==> src/hw/rtl/prf_pkg.sv <==
// Shared types, codes and constants of the prime and safe prime finder.
`default_nettype none
package prf_pkg;

   localparam int VALUE_BITS_DEFAULT = 31;
   localparam int VALUE_WIDTH        = 31;
   localparam int NUM_WIDTH          = 32;
   localparam int DIV_WIDTH          = 17;
   localparam int SMALL_COUNT        = 9;
   localparam int SMALL_IDX_WIDTH    = 4;

   localparam logic [1:0] FUNC_TEST = 2'd0;
   localparam logic [1:0] FUNC_NEXT = 2'd1;
   localparam logic [1:0] FUNC_SAFE = 2'd2;

   localparam logic [SMALL_IDX_WIDTH-1:0] LAST_SMALL_IDX = SMALL_IDX_WIDTH'(SMALL_COUNT - 1);
   localparam logic [4:0] SMALL_PRIMES [SMALL_COUNT] =
      '{5'd2, 5'd3, 5'd5, 5'd7, 5'd11, 5'd13, 5'd17, 5'd19, 5'd23};
   localparam logic [DIV_WIDTH-1:0] FIRST_LARGE_DIV = 17'd29;
   localparam logic [NUM_WIDTH:0]   FIRST_LARGE_SQ  = 33'd841;

   typedef enum logic [2:0] {
      T_IDLE,
      T_SMALL,
      T_SMALL_WAIT,
      T_LARGE,
      T_LARGE_WAIT
   } test_state_type;

   typedef enum logic [2:0] {
      S_IDLE,
      S_CHECK,
      S_WAIT,
      S_SAFE_CHECK,
      S_SAFE_WAIT,
      S_FINISH
   } search_state_type;

   typedef struct packed {
      logic                 start;
      logic [NUM_WIDTH-1:0] dividend;
      logic [DIV_WIDTH-1:0] divisor;
   } prf_div_req_type;

   typedef struct packed {
      logic done;
      logic zero;
   } prf_div_rsp_type;

   typedef struct packed {
      logic                 start;
      logic [NUM_WIDTH-1:0] number;
   } prf_test_req_type;

   typedef struct packed {
      logic done;
      logic prime;
   } prf_test_rsp_type;

endpackage
`default_nettype wire

==> src/hw/rtl/prf_serial_mod.sv <==
// Bit-serial restoring remainder unit, one dividend bit per cycle.
`default_nettype none
module prf_serial_mod (
   input  wire logic                     clock,
   input  wire logic                     reset,
   input  wire prf_pkg::prf_div_req_type div_req,
   output      prf_pkg::prf_div_rsp_type div_rsp
);
   import prf_pkg::*;

   localparam int CNT_WIDTH = $clog2(NUM_WIDTH);
   localparam logic [CNT_WIDTH-1:0] LAST_BIT = CNT_WIDTH'(NUM_WIDTH - 1);

   logic                 busy_ff, busy_in;
   logic [CNT_WIDTH-1:0] cnt_ff, cnt_in;
   logic [NUM_WIDTH-1:0] shift_ff, shift_in;
   logic [DIV_WIDTH-1:0] div_ff, div_in;
   logic [DIV_WIDTH-1:0] rem_ff, rem_in;
   logic [DIV_WIDTH:0]   rem_sh;
   logic                 fits;

   always_comb begin
      rem_sh = {rem_ff, shift_ff[NUM_WIDTH-1]};
      fits   = rem_sh >= {1'b0, div_ff};
      rem_in = fits ? DIV_WIDTH'(rem_sh - {1'b0, div_ff}) : rem_sh[DIV_WIDTH-1:0];
   end

   always_comb begin
      busy_in  = busy_ff;
      cnt_in   = cnt_ff;
      shift_in = shift_ff;
      div_in   = div_ff;
      if (busy_ff) begin
         shift_in = {shift_ff[NUM_WIDTH-2:0], 1'b0};
         cnt_in   = cnt_ff + 1'b1;
         if (cnt_ff == LAST_BIT) begin
            busy_in = 1'b0;
         end
      end else if (div_req.start) begin
         busy_in  = 1'b1;
         cnt_in   = '0;
         shift_in = div_req.dividend;
         div_in   = div_req.divisor;
      end
   end

   always_ff @(posedge clock) begin
      if (reset) begin
         busy_ff <= 1'b0;
         cnt_ff  <= '0;
      end else begin
         busy_ff <= busy_in;
         cnt_ff  <= cnt_in;
      end
      shift_ff <= shift_in;
      div_ff   <= div_in;
      if (busy_ff) begin
         rem_ff <= rem_in;
      end else begin
         rem_ff <= '0;
      end
   end

   assign div_rsp.done = busy_ff && (cnt_ff == LAST_BIT);
   assign div_rsp.zero = rem_in == '0;

endmodule
`default_nettype wire

==> config.mk <==
export PLATFORM = sky130hd
export DESIGN_NAME = prf_serial_mod
export DESIGN_NICKNAME = d
export VERILOG_FILES = /design/src/hw/rtl/prf_pkg.sv /design/src/hw/rtl/prf_serial_mod.sv
export SDC_FILE = /design/constraint.sdc
export NUM_CORES = 1
export LEC_CHECK = 0
export BUFFER_PORTS_ARGS = -buffer_cell sky130_fd_sc_hd__buf_2
export CORE_MARGIN = 3
export CORE_UTILIZATION = 33
export CTS_CLUSTER_DIAMETER = 100
export CTS_CLUSTER_SIZE = 30
export DETAILED_ROUTE_END_ITERATION = 16
export PLACE_DENSITY = 0.56
export REMOVE_ABC_BUFFERS = 1
export SLEW_MARGIN = 20
export SYNTH_ARGS = -nofsm -noshare
export SYNTH_HDL_FRONTEND = slang
export SYNTH_SLANG_ARGS = --single-unit
==> constraint.sdc <==
create_clock -name clock -period 4.7 [get_ports clock]
set_clock_uncertainty 0.05 [all_clocks]
set_input_delay 0.94 -clock clock [delete_from_list [all_inputs] [get_ports clock]]
set_output_delay 0.94 -clock clock [all_outputs]
set_load 0.02 [all_outputs]
==> Implementation_results.wiki <==
{| class="wikitable"
! Metric !! Value
|-
| Final Hold Fails || 0
|-
| Cells along the critical path || inv_1 > ha_1 > nor2b_1 > o31ai_1 > a211oi_1 > o41ai_2 > xor2_1 > a31oi_1 > or3_1 > nor3_2 > buf_2
|-
| Setup tns final || 0 ns
|-
| Fin crit share || 93.5%
|-
| Start point of the critical path || div_ff[1]
|-
| Slowest Stage Delay on Critical Path || 0.61 ns
|-
| Width of the die || 114 µm
|-
| Core occupancy in the finished layout || 41.2%
|-
| Headroom to the max-slew limit || 48.0%
|-
| Ports || 54
|-
| Final weighted congestion in routability-driven placement || 0.857
|-
| Post-detail-place hpwl || 6.13 mm
|-
| Critical path peak fanout || 6
|-
| Ant. Diodes || 0
|-
| Fraction of post-synthesis cell area in the top cell type by area || 37.2%
|-
| Worst path slowest cell || o31ai_1
|-
| Area growth, synth to finish || 18.6%
|-
| TritonCTS clock tree || done
|-
| Via count normalized by instance count || 5.26
|-
| Residual antenna-violating net count after detailed routing || 0
|-
| Cell with the most instances after synthesis || edfxtp_1
|-
| Combinational Power Share || 9.4%
|-
| Area of the core || 11100 µm²
|-
| Number of antenna violations at the first check in global routing || 0
|-
| Worst path required time || 3.71 ns
|-
| Global-route wire length before repair || 14.3 mm
|-
| Cell count after synthesis || 354
|-
| Leak || 1.94 nW
|-
| Vias in the first global route || 2881
|-
| Clk network pwr share || 44.5%
|-
| Sequential share of the synthesized area || 49.7%
|-
| DIE AREA || 13100 µm²
|-
| Max capacitance violation total || 0
|-
| Total DRC errors in the routed layout || 0
|-
| Overall Global Routing Usage || 13.8%
|-
| RSZ-0062 raised after global routing || false
|-
| Seq pwr share || 46.2%
|-
| Number of iterations in the first detailed-routing pass || 5
|-
| Row count || 38
|-
| Final Max Tran Viols || 0
|-
| Share of final-layout standard cells stronger than drive strength 1 || 21.5%
|-
| Fmax || 0.227 GHz
|-
| Number of violations reported at the end of detailed-routing iteration 0 || 149
|-
| Count of endpoints failing setup in the final report || 0
|-
| Final Hold Slack || 0.450 ns
|-
| Clock transition at the register clock pins on the worst setup and hold paths after CTS || 0.06 ns
|-
| Number of H-tree levels || 3
|-
| Net count reported at finish || 480
|-
| Number of gates resized after CTS || 0
|-
| Grt ovf || 0
|-
| Startpoint type of the worst setup path || flop
|-
| P_int || 1.24 mW
|-
| Count of input and output buffers || 53
|-
| Class of the worst hold path || reg -> reg
|-
| Clock buffer count from CTS || 9
|-
| Maximum number of buffers from clock root to sink || 2
|-
| Final Instance Count excl. Fillers || 553
|-
| Most used DFF post-synth || edfxtp_1
|-
| Inst Count DP || 537
|-
| Worst setup slack after layout || 0.304 ns
|-
| Start-to-end type of the worst setup path || reg -> out
|-
| Cell type with the highest aggregate area in the netlist || edfxtp_1
|-
| Via Count || 2907
|-
| Critical path data arrival time || 3.41 ns
|-
| Number of warnings printed during yosys synthesis || 0
|-
| Hold Buf Count CTS || 0
|-
| CP endpoint kind || output pin
|-
| Number of flip-flops and latches in the synthesized netlist || 72
|-
| Number of synthesized flops with an enable pin || 48
|-
| Tmin final || 4.40 ns
|-
| Mean cell area of the mapped netlist || 10.9 µm²
|-
| Effective utilization at floorplan || 34.8%
|-
| Most common library cells after synthesis || edfxtp_1 (48), a22o_1 (31), nor2_1 (27)
|-
| Outcome || complete, no violations
|-
| Pin count of the biggest net entering global routing || 41
|-
| Fraction of power spent switching nets || 23.1%
|-
| HP Start || cnt_ff[3]
|-
| Total standard cell area after synthesis || 3870 µm²
|-
| Switching Power || 0.372 mW
|-
| Area occupied by registers || 1920 µm²
|-
| Ranking of synthesized cells by area || edfxtp_1 (37%), dfxtp_1 (12%), a22o_1 (7.0%), ha_1 (6.1%), nor2_1 (2.6%)
|-
| Insertion delay to the later sink of the worst-skew pair || 0.33 ns
|-
| # Post-CTS Setup Buffers || 0
|-
| Worst setup slack before clock tree synthesis || 0.654 ns
|-
| P per Cell Area || 351 nW/µm²
|-
| Fill cell instance count of the final layout || 1125
|-
| Clock tree root buffer cell || clkbuf_16
|-
| Worst IR drop on VDD || 0.183 mV
|-
| Least-Margin Pin Slew || 0.778 ns
|-
| Worst reg2reg path startpoint || shift_ff[31]
|-
| DIE HEIGHT || 114 µm
|-
| Num Clock Sinks || 72
|-
| Mean routed wirelength per cell || 15.5 µm
|-
| Unique masters post-synth || 61
|-
| Detailed-route wire length || 8.60 mm
|-
| Area of the multi-input gates || 1790 µm²
|-
| Fraction of registers with async set/reset || 0%
|}
-- metal layers --
metal | track usage, % | wire length, µm | share of wire, % | vias up
li1 | - | - | - | 1440
met1 | 18.2 | 3910 | 46 | 1377
met2 | 21.4 | 3960 | 46 | 76
met3 | 4.65 | 572 | 6.7 | 14
met4 | 4.67 | 151 | 1.8 | 0
met5 | 0 | 0 | 0 | -
-- layout by cell type, fill, tap and decap left out, types with 5 or more instances in the layout --
cell	n
a211oi_1	5
nor2_1	27
clkbuf_16	9
inv_1	25
a22o_1	31
mux2i_1	9
nor3_1	7
dfxtp_1	24
edfxtp_1	48
buf_2	53
ha_1	19
xnor2_1	7
nand3_1	5
nand2b_1	5
and2_1	8
nand2_1	17
a21oi_1	19
o21ai_0	11
-- flip-flops by register name, summed over array words and instances, names as in the netlist --
| signal | count |
|---|---|
| busy_ff | 1 |
| div_ff | 17 |
| shift_ff | 32 |
| cnt_ff | 5 |
| rem_ff | 17 |
-- final timing paths --
check	cells past startpoint	to	slack [ns]
worst max register to register	10	rem_ff[16]	1.85
worst max-delay path	11	div_rsp[0]	0.30
worst min register to register	1	cnt_ff[3]	0.45
worst min-delay path	1	cnt_ff[3]	0.45
-- stage by stage --
step	instance area, µm²	power, mW
2_1_floorplan	3790	0.849
6_report	4590	1.61
5_1_grt	4590	1.68
3_5_place_dp	4270	0.907
3_3_place_gp	4270	0.905
4_1_cts	4590	1.63
-- area by class of cell --
type | instances | share of cell area [%]
multi-input combinational | 243 | 39.0
inverter | 25 | 2.05
tap | 140 | 3.82
clock buffer | 11 | 5.51
clock inverter | 5 | 1.34
timing repair buffer | 57 | 6.44
sequential | 72 | 41.9
-- worst max-delay path: cells and delay by family, from the launching register on --
| family | cells | cell delay (ns) |
|---|---|---|
| and+or+nand+nor | 3 | 0.61 |
| AOI/OAI and AO/OA | 4 | 1.24 |
| adders and majority gates | 1 | 0.30 |
| buffers and inverters | 2 | 0.24 |
| DFF | 1 | 0.39 |
| xor gates and xnor gates | 1 | 0.28 |
-- power by group through the flow --
stage          logic [mW]  registers, mW  clock network, mW
3_5_place_dp        0.152          0.755                  0
2_1_floorplan      0.0954          0.754                  0
6_report            0.151          0.743              0.715
4_1_cts             0.152          0.743              0.739
3_3_place_gp        0.150          0.755                  0
5_1_grt             0.169          0.747              0.765
-- cells by family after synthesis --
| kind of cell | synth area share (%) |
|---|---|
| muxes | 2.33 |
| DFF | 49.7 |
| adders and majority gates | 6.66 |
| and+or+nand+nor | 15.1 |
| buffers and inverters | 4.36 |
| AOI/OAI and AO/OA | 19.4 |
| xor gates and xnor gates | 2.49 |
No activity file was read; power rests on OpenSTA's default activity.
